==> config.mk <==
export PLATFORM = sky130hd
export DESIGN_NAME = aouc_front
export DESIGN_NICKNAME = d
export VERILOG_FILES = /design/src/aouc_pkg.sv /design/src/aouc_front.sv
export VERILOG_INCLUDE_DIRS = /design/src /design/src/src
export SDC_FILE = /design/constraint.sdc
export NUM_CORES = 1
export LEC_CHECK = 0
export ABC_AREA = 1
export BUFFER_PORTS_ARGS = -buffer_cell sky130_fd_sc_hd__buf_2
export CORE_ASPECT_RATIO = 2
export CORE_MARGIN = 10
export CORE_UTILIZATION = 52
export CTS_CLUSTER_SIZE = 40
export DETAILED_ROUTE_END_ITERATION = 10
export GPL_ROUTABILITY_DRIVEN = 0
export GPL_TIMING_DRIVEN = 0
export PLACE_DENSITY = 0.79
export REMOVE_ABC_BUFFERS = 1
export SLEW_MARGIN = 20
export SYNTH_ARGS = -nofsm -noshare
export SYNTH_HDL_FRONTEND = slang
export SYNTH_SLANG_ARGS = --single-unit
==> constraint.sdc <==
create_clock -name clk_i -period 3.8 [get_ports clk_i]
set_clock_uncertainty 0.15 [all_clocks]
set_input_delay 0.76 -clock clk_i [delete_from_list [all_inputs] [get_ports clk_i]]
set_output_delay 0.76 -clock clk_i [all_outputs]
set_load 0.005 [all_outputs]
==> src/adam_optimizer_update_core_macros.svh <==
// assertion macros for the adam update core
// used by the front end and back end modules, needs clk_i and rst_ni in scope
`ifndef ADAM_OPTIMIZER_UPDATE_CORE_MACROS_SVH
`define ADAM_OPTIMIZER_UPDATE_CORE_MACROS_SVH

// condition holds at every clock edge out of reset
`define AOUC_ASSERT_ALWAYS(lbl, cond, msg) \
  lbl: assert property (@(posedge clk_i) disable iff (!rst_ni) (cond)) \
    else $error(msg);

// antecedent implies consequent in the same cycle
`define AOUC_ASSERT_IMPL(lbl, pre, post, msg) \
  lbl: assert property (@(posedge clk_i) disable iff (!rst_ni) (pre) |-> (post)) \
    else $error(msg);

// antecedent implies consequent in the next cycle
`define AOUC_ASSERT_NEXT(lbl, pre, post, msg) \
  lbl: assert property (@(posedge clk_i) disable iff (!rst_ni) (pre) |=> (post)) \
    else $error(msg);

`endif

==> src/aouc_pkg.sv <==
// shared types, constants and helper functions for the adam update core
// no dependencies
package aouc_pkg;

  localparam int MaxWeights = 64;
  localparam int NumSlots   = MaxWeights + 1;
  localparam int SlotW      = 7;
  localparam int AddrW      = $clog2(NumSlots);
  localparam int QueueDepth = 2;
  localparam int EntryW     = 96;
  localparam int SqrtSteps  = 28;
  localparam int DivSteps   = 32;

  localparam logic [1:0] CfgLearningRate = 2'd0;
  localparam logic [1:0] CfgBetaOne      = 2'd1;
  localparam logic [1:0] CfgBetaTwo      = 2'd2;
  localparam logic [1:0] CfgEpsilon      = 2'd3;

  localparam logic [30:0] LrReset  = 31'd167772;
  localparam logic [15:0] B1Reset  = 16'd58982;
  localparam logic [15:0] B2Reset  = 16'd64881;
  localparam logic [15:0] EpsReset = 16'd1;

  localparam logic [32:0] OneQ32 = 33'h1_0000_0000;

  typedef struct packed {
    logic              cmd;
    logic [SlotW-1:0]  slot_index;
    logic signed [31:0] operand_value;
    logic              new_step;
  } aouc_in_t;

  typedef struct packed {
    logic [SlotW-1:0]   result_index;
    logic signed [31:0] updated_weight;
  } aouc_out_t;

  typedef struct packed {
    logic [30:0] learning_rate;
    logic [15:0] beta_one;
    logic [15:0] beta_two;
    logic [15:0] epsilon_term;
  } aouc_cfg_t;

  typedef struct packed {
    logic               is_load;
    logic [SlotW-1:0]   slot;
    logic signed [31:0] operand;
    logic               new_step;
  } aouc_job_t;

  typedef struct packed {
    logic        start;
    logic [32:0] hi;
    logic [31:0] lo;
    logic [32:0] divisor;
  } aouc_div_req_t;

  typedef struct packed {
    logic        done;
    logic [31:0] quot;
  } aouc_div_rsp_t;

  // clamp a quotient magnitude to the signed 32-bit range
  function automatic logic [31:0] sat_mag(input logic neg, input logic [31:0] q);
    logic [31:0] r;
    if (neg) begin
      r = (q > 32'h8000_0000) ? 32'h8000_0000 : q;
    end else begin
      r = (q > 32'h7FFF_FFFF) ? 32'h7FFF_FFFF : q;
    end
    return r;
  endfunction

  function automatic logic [31:0] abs32(input logic [31:0] x);
    return x[31] ? (~x + 32'd1) : x;
  endfunction

  // w minus signed step, saturated
  function automatic logic [31:0] sub_sat(input logic [31:0] w, input logic neg,
                                          input logic [31:0] mag);
    logic signed [33:0] s;
    logic signed [33:0] d;
    logic [31:0]        r;
    s = neg ? -$signed({2'b00, mag}) : $signed({2'b00, mag});
    d = $signed({{2{w[31]}}, w}) - s;
    if (d > 34'sh0_7FFF_FFFF) begin
      r = 32'h7FFF_FFFF;
    end else if (d < -34'sh0_8000_0000) begin
      r = 32'h8000_0000;
    end else begin
      r = d[31:0];
    end
    return r;
  endfunction

endpackage

==> src/aouc_front.sv <==
// front end: accepts items, clamps the slot, queues jobs for the back end
// depends on aouc_pkg and the macros header
`include "adam_optimizer_update_core_macros.svh"

module aouc_front (
  input  logic                 clk_i,
  input  logic                 rst_ni,
  input  logic                 in_valid_i,
  output logic                 in_stall_o,
  input  aouc_pkg::aouc_in_t   in_data_i,
  output logic                 job_valid_o,
  output aouc_pkg::aouc_job_t  job_o,
  input  logic                 job_pop_i
);

  localparam int PtrW = $clog2(aouc_pkg::QueueDepth);
  localparam int CntW = $clog2(aouc_pkg::QueueDepth + 1);
  localparam logic [aouc_pkg::SlotW-1:0] MaxSlot = aouc_pkg::SlotW'(aouc_pkg::MaxWeights);
  localparam logic [CntW-1:0] Full = CntW'(aouc_pkg::QueueDepth);

  aouc_pkg::aouc_job_t entries_q [aouc_pkg::QueueDepth];
  logic [PtrW-1:0] wr_ptr_q, wr_ptr_d, rd_ptr_q, rd_ptr_d;
  logic [CntW-1:0] cnt_q, cnt_d;
  aouc_pkg::aouc_job_t job_in;
  logic push;

  always_comb begin
    job_in.is_load  = in_data_i.cmd;
    job_in.slot     = (in_data_i.slot_index > MaxSlot) ? MaxSlot : in_data_i.slot_index;
    job_in.operand  = in_data_i.operand_value;
    job_in.new_step = in_data_i.new_step;
  end

  assign in_stall_o  = (cnt_q == Full);
  assign push        = in_valid_i && !in_stall_o;
  assign job_valid_o = (cnt_q != '0);
  assign job_o       = entries_q[rd_ptr_q];

  always_comb begin
    wr_ptr_d = wr_ptr_q;
    rd_ptr_d = rd_ptr_q;
    cnt_d    = cnt_q;
    if (push) begin
      wr_ptr_d = (wr_ptr_q == PtrW'(aouc_pkg::QueueDepth - 1)) ? '0 : wr_ptr_q + 1'b1;
    end
    if (job_pop_i) begin
      rd_ptr_d = (rd_ptr_q == PtrW'(aouc_pkg::QueueDepth - 1)) ? '0 : rd_ptr_q + 1'b1;
    end
    if (push && !job_pop_i) begin
      cnt_d = cnt_q + 1'b1;
    end else if (!push && job_pop_i) begin
      cnt_d = cnt_q - 1'b1;
    end
  end

  always_ff @(posedge clk_i or negedge rst_ni) begin
    if (!rst_ni) begin
      wr_ptr_q <= '0;
      rd_ptr_q <= '0;
      cnt_q    <= '0;
    end else begin
      wr_ptr_q <= wr_ptr_d;
      rd_ptr_q <= rd_ptr_d;
      cnt_q    <= cnt_d;
    end
  end

  always_ff @(posedge clk_i) begin
    if (push) begin
      entries_q[wr_ptr_q] <= job_in;
    end
  end

  `AOUC_ASSERT_ALWAYS(a_cnt_bound, cnt_q <= Full, "queue count above depth")
  `AOUC_ASSERT_IMPL(a_pop_nonempty, job_pop_i, cnt_q != '0, "pop from empty queue")

endmodule

After elaboration in Yosys (flattened, before gate mapping)
Memories as Yosys holds them, arrays and structs flattened. Cells that the tools add are included.

Register bits after elaboration: 4. Bits in writable memories: 82. Input bits: 45. Output and inout bits: 43. Logic and storage cells: 25. Memories kept: 1.

Memories: entries_q (words 2, width 41, rd ports 1, clocked after Yosys merged registers in 0, write ports 1, RTL line aouc_front.sv:21) `aouc_pkg::aouc_job_t entries_q [aouc_pkg::QueueDepth];`.

Add/sub/neg operators: 4. Magnitude comparators: 1. Equality and inequality tests: 1. Multiplexer cells: 7. Reductions and logical operators: 8.

Operator list (number): greater-than comparator 7 bit (second input constant) (1); 2-to-1 mux 7 bit (1); 2-to-1 mux 1 bit (4); 2-to-1 mux 2 bit (2); nonzero test 2 bit (2); logical AND 1 bit (3); logical NOT 1 bit (3); adder 1 bit (second input constant) (2); adder 2 x 1 -> 2 bit (second input constant) (1); == test 2 bit (second input constant) (1); subtractor 2 x 1 -> 2 bit (second input constant) (1).

Logic depth before layout (Yosys ltp)
Gate-level depths: netlist of the first run.

Depth in word-level cells: 7. Mapped depth: 9. Gate-level depth less buffers: 9.

Least setup slack after synthesis of the first run
Ideal clock, no wire load.

Path type: in2reg. Start: in in_valid_i. End: mem entries_q[1][0] in the netlist's numbering, enable pin. Library setup time: 0.441 ns. Data arrival time: 2.620 ns. Data required time: 3.209 ns. Setup slack: 0.589 ns. Cell stages on the path: 2. Buffers on the path: 0. Path through: o21ai_0 -> nor2_1.

Cells in the longest elaborated chain, start to end: 3.

RTL lines: from (decl) (RTL line aouc_front.sv:8) `input logic in_valid_i,`; logical AND 1 bit (RTL line aouc_front.sv:35) `assign push = in_valid_i && !in_stall_o;`; 2-to-1 mux 1 bit (RTL line aouc_front.sv:69) `if (push) begin`; 2-to-1 mux 1 bit (not written as such) (RTL line aouc_front.sv:70) `entries_q[wr_ptr_q] <= job_in;`; to (decl) (RTL line aouc_front.sv:21).

No other way between the ends.

==> flow_summary.yaml, run 1 <==
timing:
  slew_headroom: 0.492
  hold_viol: 0
  setup-tns-final_ns: 0
  setup_violations: 0
  period_share: 0.713
  worst_slack_ns: 1.09
  rsz0062_at_grt: "false"
  max_slew.worst_pin.slew_ns: 0.762
  max_freq_mhz: 369
  final_max_slew_viol_count: 0
  period_needed_ns: 2.71
clocking:
  cts-root-buf: "clkbuf_16"
  clkLatencyLatePin_ns: 0.32
  cts.clk_slew.worst_paths_ns: 0.06
  cts.sinks: 86
  cts_buffers: 9
  h-tree-depth: 3
  clockBufferDepth: 2
  post-cts-setup-buffers: 0
  cts-resized-gates: 0
  cts_hold_buf: 0
  cts_tree: "done"
detailed_routing:
  vias: 1757
  wl_per_cell_um: 15.9
  routed_wl_um: 5720
  antenna_left: 0
  drt_iter0_markers: 103
  firstDrtPassIters: 5
  routed_via_density: 4.88
  drcViolationCount: 0
logic_synthesis:
  syn_inst: 173
  synth_area_sq_mm: 0.00345
  ys_ff_latch: 86
  ys_types: 17
  synth_seq_area_share: 0.743
  syn_area_per_cell_sq_um: 19.9
  yosysWarnings: 0
critical_path:
  critPathMaxStageDelay_ns: 0.93
  critPathSlowestCell: "dfrtp_4"
  critPathKind: "reg2out"
  critPathTopFamily: "flip-flops"
  crit_buf_inv: 1
  startpoint_type: "flop"
  path_max_fanout: 42
  worstPathArrival_ns: 1.80
  worst-endpoint-required_ns: 2.89
  cp-end-kind: "primary output"
  crit_chain: "mux2_2 > buf_2"
power:
  p_leak_nw: 1.76
  netSwitchingFraction: 0.263
  ir_drop_v: 0.000460
  power.density_mw_per_mm2: 732
  p_seq_frac: 0.477
  switching_power_uw: 814
  pwr-share-clk: 0.239
  p_int_mw: 2.28
  p_total_mw: 3.09
  p_comb_frac: 0.284
die:
  core-area_sq_mm: 0.00652
  start_util: 0.529
  fp.dieH_um: 135
  die_area_sq_mm: 0.0105
  die_x_um: 77.6
  rows: 42
  io_pins: 88
flow_run:
  drv_cap: 0
global_route:
  grt_start_max_net_pins: 43
  track_usage: 0.115
  grt_pass1_vias: 1938
  grt_first_pass_wirelength_um: 9450
  antenna_found_initial: 0
  gr-total-overflow: 0
min_path:
  hold_class: "in2async"
final_layout:
  final-seq-area_sq_mm: 0.00257
  fin_area_sq_mm: 0.00423
  nets: 313
  drive_gt1_frac: 0.526
  area_growth_pct: 22.5
  diodes: 0
  multi_input_area_sq_um: 757
  final_util: 0.648
  fillers: 501
placement:
  place_hpwl_um: 4250
  placedInstanceArea_sq_mm: 0.00397
  io_buffer_count: 87
  pre_cts_ws_ns: 1.38
outcome:
  outcome: "finished, final reports clean"
==> placed cells by master (no fill, tap or decap), types with 2 or more instances in the layout <==
cell type and instances:
edfxtp_1 82, nand2_1 5, nand3_1 2, clkbuf_16 9
clkbuf_1 5, mux2_2 2, buf_16 2, nor2_1 7
buf_2 87, a21oi_1 6, mux2_4 39, nor2_4 2
dfrtp_1 3, inv_1 13
==> cell usage after synthesis <==
cell      number  area [sq um]
a21oi_1        6          30.0
buf_12         4          80.1
buf_6          1          11.3
clkbuf_1       1          3.75
dfrtp_1        4           100
edfxtp_1      82          2460
ha_1           1          12.5
inv_1         13          48.8
mux2_2         2          22.5
mux2_4        39           586
nand2_1        5          18.8
nand3_1        2          10.0
nand4_1        1          6.26
nor2_1         9          33.8
o21ai_0        1          5.00
xnor2_1        1          8.76
xor2_1         1          8.76
==> through the flow <==
step                hold WS (ns)  cells
finish                    0.0819    360
global route              0.0818    360
detailed placement         0.344    344
floorplan                  0.292    167
CTS                       0.0741    360
global placement           0.309    342
==> cells by family (layout without fill, tap and decap cells) <==
| kind of cell | Yosys count | after routing | synth area share |
|---|---|---|---|
| AOI/OAI and AO/OA | 7 | 7 | 0.0102 |
| and+or+nand+nor | 17 | 17 | 0.0200 |
| muxes | 41 | 41 | 0.176 |
| adders and majority gates | 1 | 1 | 0.00363 |
| xor gates and xnor gates | 2 | 2 | 0.00508 |
| buffers and inverters | 19 | 118 | 0.0417 |
| DFF | 86 | 86 | 0.743 |
==> final timing paths <==
| check | startpoint | endpoint | slack (ns) | cells after the start |
|---|---|---|---|---|
| worst min-delay path | rst_ni | cnt_q[0] | 0.08 | 1 |
| min in group clk_i | cnt_q[1] | cnt_q[1] | 0.35 | 2 |
| worst min register to register | cnt_q[1] | cnt_q[1] | 0.35 | 2 |
| max in group asynchronous | rst_ni | rd_ptr_q | 3.28 | 1 |
| worst max-delay path | rd_ptr_q | job_o[12] | 1.09 | 2 |
| worst max register to register | cnt_q[1] | entries_q[0][20] | 1.79 | 4 |
==> power by group through the flow <==
| stage | registers [mW] | clock network, mW | logic [mW] |
|---|---|---|---|
| 3_3_place_gp | 1.50 | 0 | 0.876 |
| 6_report | 1.48 | 0.739 | 0.878 |
| 2_1_floorplan | 1.46 | 0 | 0.569 |
| 5_1_grt | 1.51 | 0.803 | 0.961 |
| 4_1_cts | 1.48 | 0.759 | 0.904 |
| 3_5_place_dp | 1.50 | 0 | 0.902 |
==> worst register-to-register path: stages (launching register included) <==
cell	delay, ns
dfrtp_1	0.38
inv_1	0.11
o21ai_0	0.22
nor2_4	0.60
buf_16	0.25
==> layout make-up <==
cell class	count	share of cell area
timing repair buffer	89	0.116
clock buffer	14	0.0577
multi-input combinational	68	0.179
tap	88	0.0261
sequential	86	0.607
inverter	13	0.0115
clock inverter	2	0.00207
==> sequential cells by signal, summed over array words and instances (netlist names) <==
signal / flops
rd_ptr_q: 1
wr_ptr_q: 1
cnt_q: 2
entries_q: 82
==> metal layers <==
| layer | global-route usage | wire, um |
|---|---|---|
| met1 | 0.126 | 2200 |
| met2 | 0.177 | 2770 |
| met3 | 0.0585 | 615 |
| met4 | 0.0643 | 127 |
| met5 | 0 | 0 |
Note: power is estimated with default switching activity, not from simulation.
==> inputs of run 2 (changes only) <==
==> constraint.sdc (replaced) <==
create_clock -name clk_i -period 2.7 [get_ports clk_i]
set_clock_uncertainty 0.15 [all_clocks]
set_input_delay 0.54 -clock clk_i [delete_from_list [all_inputs] [get_ports clk_i]]
set_output_delay 0.54 -clock clk_i [all_outputs]
set_load 0.005 [all_outputs]
==> run 2 against run 1 <==
  * Combinational power is 41% higher
  * Die area is the same
  * Via count decreased by 0.23%
  * Wire length about the same
  * Total power increased by 41%
  * Sequential share of layout area fell by 0.14 points
  * Setup slack got worse by 0.88 ns
  * Clock power grew 41%
  * Critical path depth is the same
  * Utilization is 0.15 points higher
  * Critical endpoint unchanged
  * Largest cell class unchanged
==> flow_summary.yaml, run 2 (synthesized netlist as in run 1, its figures left out) <==
outcome:
  outcome: "finished, final reports clean"
detailed_routing:
  antenna_left: 0
  routed_via_density: 4.86
  wl_per_cell_um: 15.8
  drt_iter0_markers: 90
  drcViolationCount: 0
  firstDrtPassIters: 4
  routed_wl_um: 5720
  vias: 1753
die:
  die_x_um: 77.6
  start_util: 0.529
  rows: 42
  die_area_sq_mm: 0.0105
  fp.dieH_um: 135
  io_pins: 88
  core-area_sq_mm: 0.00652
timing:
  max_freq_mhz: 401
  period_share: 0.923
  final_max_slew_viol_count: 0
  period_needed_ns: 2.49
  max_slew.worst_pin.slew_ns: 0.763
  setup_violations: 0
  hold_viol: 0
  holdWs_ns: 0.252
  rsz0062_at_grt: "false"
  slew_headroom: 0.491
critical_path:
  path_max_fanout: 42
  crit_buf_inv: 1
  worstPathArrival_ns: 1.80
  worst-endpoint-required_ns: 2.01
  cp-end-kind: "primary output"
  critPathMaxStageDelay_ns: 0.93
  startpoint_type: "flop"
  critPathSlowestCell: "dfrtp_4"
  critPathTopFamily: "flip-flops"
  crit_chain: "mux2_2 > buf_2"
  critPathKind: "reg2out"
placement:
  placedInstanceArea_sq_mm: 0.00397
  io_buffer_count: 87
  dp.cells: 344
  place_hpwl_um: 4250
clocking:
  clockBufferDepth: 2
  h-tree-depth: 3
  post-cts-setup-buffers: 0
  cts.sinks: 86
  clkLatencyLatePin_ns: 0.32
  cts-resized-gates: 0
  cts-root-buf: "clkbuf_16"
  cts_tree: "done"
  cts.clk_slew.worst_paths_ns: 0.06
  cts_buffers: 9
final_layout:
  nets: 314
  drive_gt1_frac: 0.524
  diodes: 0
  area_growth_pct: 22.8
  fin_area_sq_mm: 0.00424
  final_cell_mix: "buf_2, edfxtp_1, mux2_4, inv_1, clkbuf_16"
  regMostFlops: "entries_q"
  fillers: 499
  top_regs: "entries_q x82, cnt_q x2"
  finalNonFillerCells: 361
  largest_register_ffs: 82
  final_common_cell: "buf_2"
flow_run:
  drv_cap: 0
global_route:
  gr-total-overflow: 0
  grt_pass1_vias: 1949
  grt_start_max_net_pins: 43
  track_usage: 0.115
  antenna_found_initial: 0
  grt_first_pass_wirelength_um: 9430
power:
  p_total_mw: 4.35
  ir_drop_v: 0.000646
  power.density_mw_per_mm2: 1030
  p_leak_nw: 1.76
min_path:
  hold_class: "in2reg"
-- run 2: layer usage --
metal | GRT usage | wire length [um] | up-vias
met5 | 0 | 0 | -
met4 | 0.0643 | 127 | 0
met3 | 0.0585 | 606 | 8
met2 | 0.178 | 2780 | 74
met1 | 0.124 | 2200 | 830
li1 | - | - | 841
-- run 2: area by class of cell --
type	count	area (sq um)	share of cell area
clock buffer	14	244	0.0576
clock inverter	2	8.76	0.00207
inverter	13	48.8	0.0115
multi-input combinational	68	757	0.179
sequential	86	2570	0.606
tap	88	110	0.0260
timing repair buffer	90	500	0.118
-- run 2: per-stage QoR --
| step | util | setup WS [ns] | TNS, ns |
|---|---|---|---|
| global placement | 0.598 | -1.24 | -121.44 |
| finish | 0.650 | 0.208 | 0 |
| floorplan | - | -0.291 | -22.80 |
| global route | 0.650 | 0.124 | 0 |
| CTS | 0.650 | 0.174 | 0 |
| detailed placement | 0.610 | 0.499 | 0 |
-- run 2: where the power goes --
part / internal, mW / leakage (nW) / switching, mW
clock network: 0.619 / 0.122 / 0.422
logic: 0.761 / 0.826 / 0.475
registers: 1.83 / 0.811 / 0.249
total: 3.21 / 1.76 / 1.15
-- run 2: worst paths after layout --
check	to	depth (start not counted)	from	slack, ns
worst max-delay path	job_o[12]	2	rd_ptr_q	0.21
worst min-delay path	entries_q[0][8]	1	in_data_i[8]	0.25
worst max register to register	entries_q[0][20]	4	cnt_q[1]	0.68
worst min register to register	cnt_q[1]	2	cnt_q[1]	0.35
max in group asynchronous	rd_ptr_q	2	rst_ni	1.87
min in group asynchronous	cnt_q[0]	2	rst_ni	0.40
-- run 2: timing repair --
item	in CTS	in global routing
hold buffers	1	0
setup endpoints to repair	0	0
endpoints found under the hold margin	4	0
==> inputs of run 3 (changes only) <==
--- a/config.mk
+++ b/config.mk
@@ -8,7 +8,7 @@
 export LEC_CHECK = 0
 export ABC_AREA = 1
 export BUFFER_PORTS_ARGS = -buffer_cell sky130_fd_sc_hd__buf_2
-export CORE_ASPECT_RATIO = 2
+export CORE_ASPECT_RATIO = 1.4
 export CORE_MARGIN = 10
 export CORE_UTILIZATION = 52
 export CTS_CLUSTER_SIZE = 40
==> run 3 against run 2 <==
  * Final area up 1.5%
  * Largest cell class unchanged
  * Setup slack gained 0.051 ns
  * Global-route usage is 0.65 points higher
  * Sequential share of layout area is 0.88 points lower
  * Wire length up 7.2%
  * Highest routed layer unchanged
  * Critical path depth rose by 1
  * Fmax increased by 2.1%
==> flow_summary.yaml, run 3 (synthesized netlist as in run 1, its figures left out) <==
final_layout:
  area_growth_pct: 24.6
  diodes: 0
  finalNonFillerCells: 349
  final_common_cell: "buf_2"
  top_regs: "entries_q x82, cnt_q x2"
  nets: 316
  final_cell_mix: "buf_2, edfxtp_1, mux2_4, inv_1, clkbuf_8"
  drive_gt1_frac: 0.545
  largest_register_ffs: 82
  fillers: 471
  final_util: 0.659
  fin_area_sq_mm: 0.00430
  regMostFlops: "entries_q"
critical_path:
  worstPathArrival_ns: 1.75
  critPathKind: "reg2out"
  worst-r2r-setup-slack_ns: 0.70
  path_max_fanout: 26
  startpoint_type: "flop"
  worst-endpoint-required_ns: 2.01
  cp-end-kind: "primary output"
timing:
  max_freq_mhz: 410
  final_max_slew_viol_count: 0
  rsz0062_at_grt: "false"
  setup-tns-final_ns: 0
  period_share: 0.904
  setup_violations: 0
  max_slew.worst_pin.slew_ns: 0.650
  hold_viol: 0
  slew_headroom: 0.566
  period_needed_ns: 2.44
detailed_routing:
  vias: 1717
  routed_wl_um: 6130
  drcViolationCount: 0
  firstDrtPassIters: 4
  drt_iter0_markers: 111
  routed_via_density: 4.92
  wl_per_cell_um: 17.6
  antenna_left: 0
global_route:
  grt_first_pass_wirelength_um: 9190
  track_usage: 0.121
  grt_start_max_net_pins: 27
  grt_pass1_vias: 1862
  gr-total-overflow: 0
  antenna_found_initial: 1
clocking:
  clkLatencyLatePin_ns: 0.34
  cts.clk_slew.worst_paths_ns: 0.09
  cts_buffers: 9
  post-cts-setup-buffers: 0
  cts_tree: "done"
  cts-root-buf: "clkbuf_8"
  clockBufferDepth: 2
  cts-resized-gates: 0
  h-tree-depth: 3
  cts.sinks: 86
outcome:
  outcome: "finished, final reports clean"
flow_run:
  drv_cap: 0
die:
  start_util: 0.528
  core-area_sq_mm: 0.00653
  io_pins: 88
  rows: 35
  die_x_um: 88.8
  fp.dieH_um: 116
  die_area_sq_mm: 0.0103
placement:
  place_hpwl_um: 4470
  placedInstanceArea_sq_mm: 0.00400
  io_buffer_count: 87
  dp.cells: 332
power:
  ir_drop_v: 0.000887
  power.density_mw_per_mm2: 1070
  p_total_mw: 4.61
  p_leak_nw: 1.80
min_path:
  hold_class: "in2reg"
run 3: cell types whose count changed in the layout (fill, tap and decap cells not counted), moves of 4 or more:
| cell | before | now |
|---|---|---|
| clkbuf_8 | 0 | 9 |
| bufinv_16 | 0 | 5 |
| clkbuf_1 | 5 | 1 |
| clkbuf_16 | 9 | 0 |
run 3: critical path: stages (launching register included):
cell and delay [ns]:
dfrtp_4 0.64, buf_12 0.28, mux2_2 0.35, buf_2 0.13
run 3: per-stage QoR:
stage,setup slack [ns],hold slack (ns)
2_1_floorplan,-0.291,0.0944
3_3_place_gp,-1.39,0.201
3_5_place_dp,0.507,0.203
4_1_cts,0.214,0.209
5_1_grt,0.162,0.205
6_report,0.259,0.229
run 3: path summary, 6_finish.rpt:
path	from	end	depth (start not counted)
min reg2reg	cnt_q[1]	cnt_q[1]	2
max in group asynchronous	rst_ni	rd_ptr_q	2
max reg2reg	cnt_q[1]	entries_q[0][22]	4
min	in_data_i[17]	entries_q[0][17]	1
min in group asynchronous	rst_ni	wr_ptr_q	2
max	rd_ptr_q	job_o[11]	3
run 3: report_power, final:
group / leakage (nW) / internal [mW] / switching [mW]
Clock: 0.137 / 0.802 / 0.434
Sequential: 0.811 / 1.83 / 0.155
Combinational: 0.848 / 0.808 / 0.591
run 3: area by class of cell:
type                    count  area, sq um  area share
repair buffers             92          548       0.128
clock inverters             6          158      0.0367
well taps                  74         92.6      0.0215
flip-flops and latches     86         2570       0.597
clock buffers              10          128      0.0297
multi-input cells          68          757       0.176
inverters                  13         48.8      0.0114
run 3: layer usage:
| metal | track usage | wire, um | vias to the layer above |
|---|---|---|---|
| met5 | 0 | 0 | - |
| met4 | 0.0497 | 82 | 0 |
| met3 | 0.0461 | 379 | 6 |
| met2 | 0.218 | 3420 | 51 |
| met1 | 0.121 | 2240 | 817 |
| li1 | - | - | 843 |
run 3: repair_timing:
item | 4_1_cts | 5_1_grt
endpoints found under the setup margin | 0 | 0
endpoints found under the hold margin | 4 | 0
hold buffers | 1 | 0
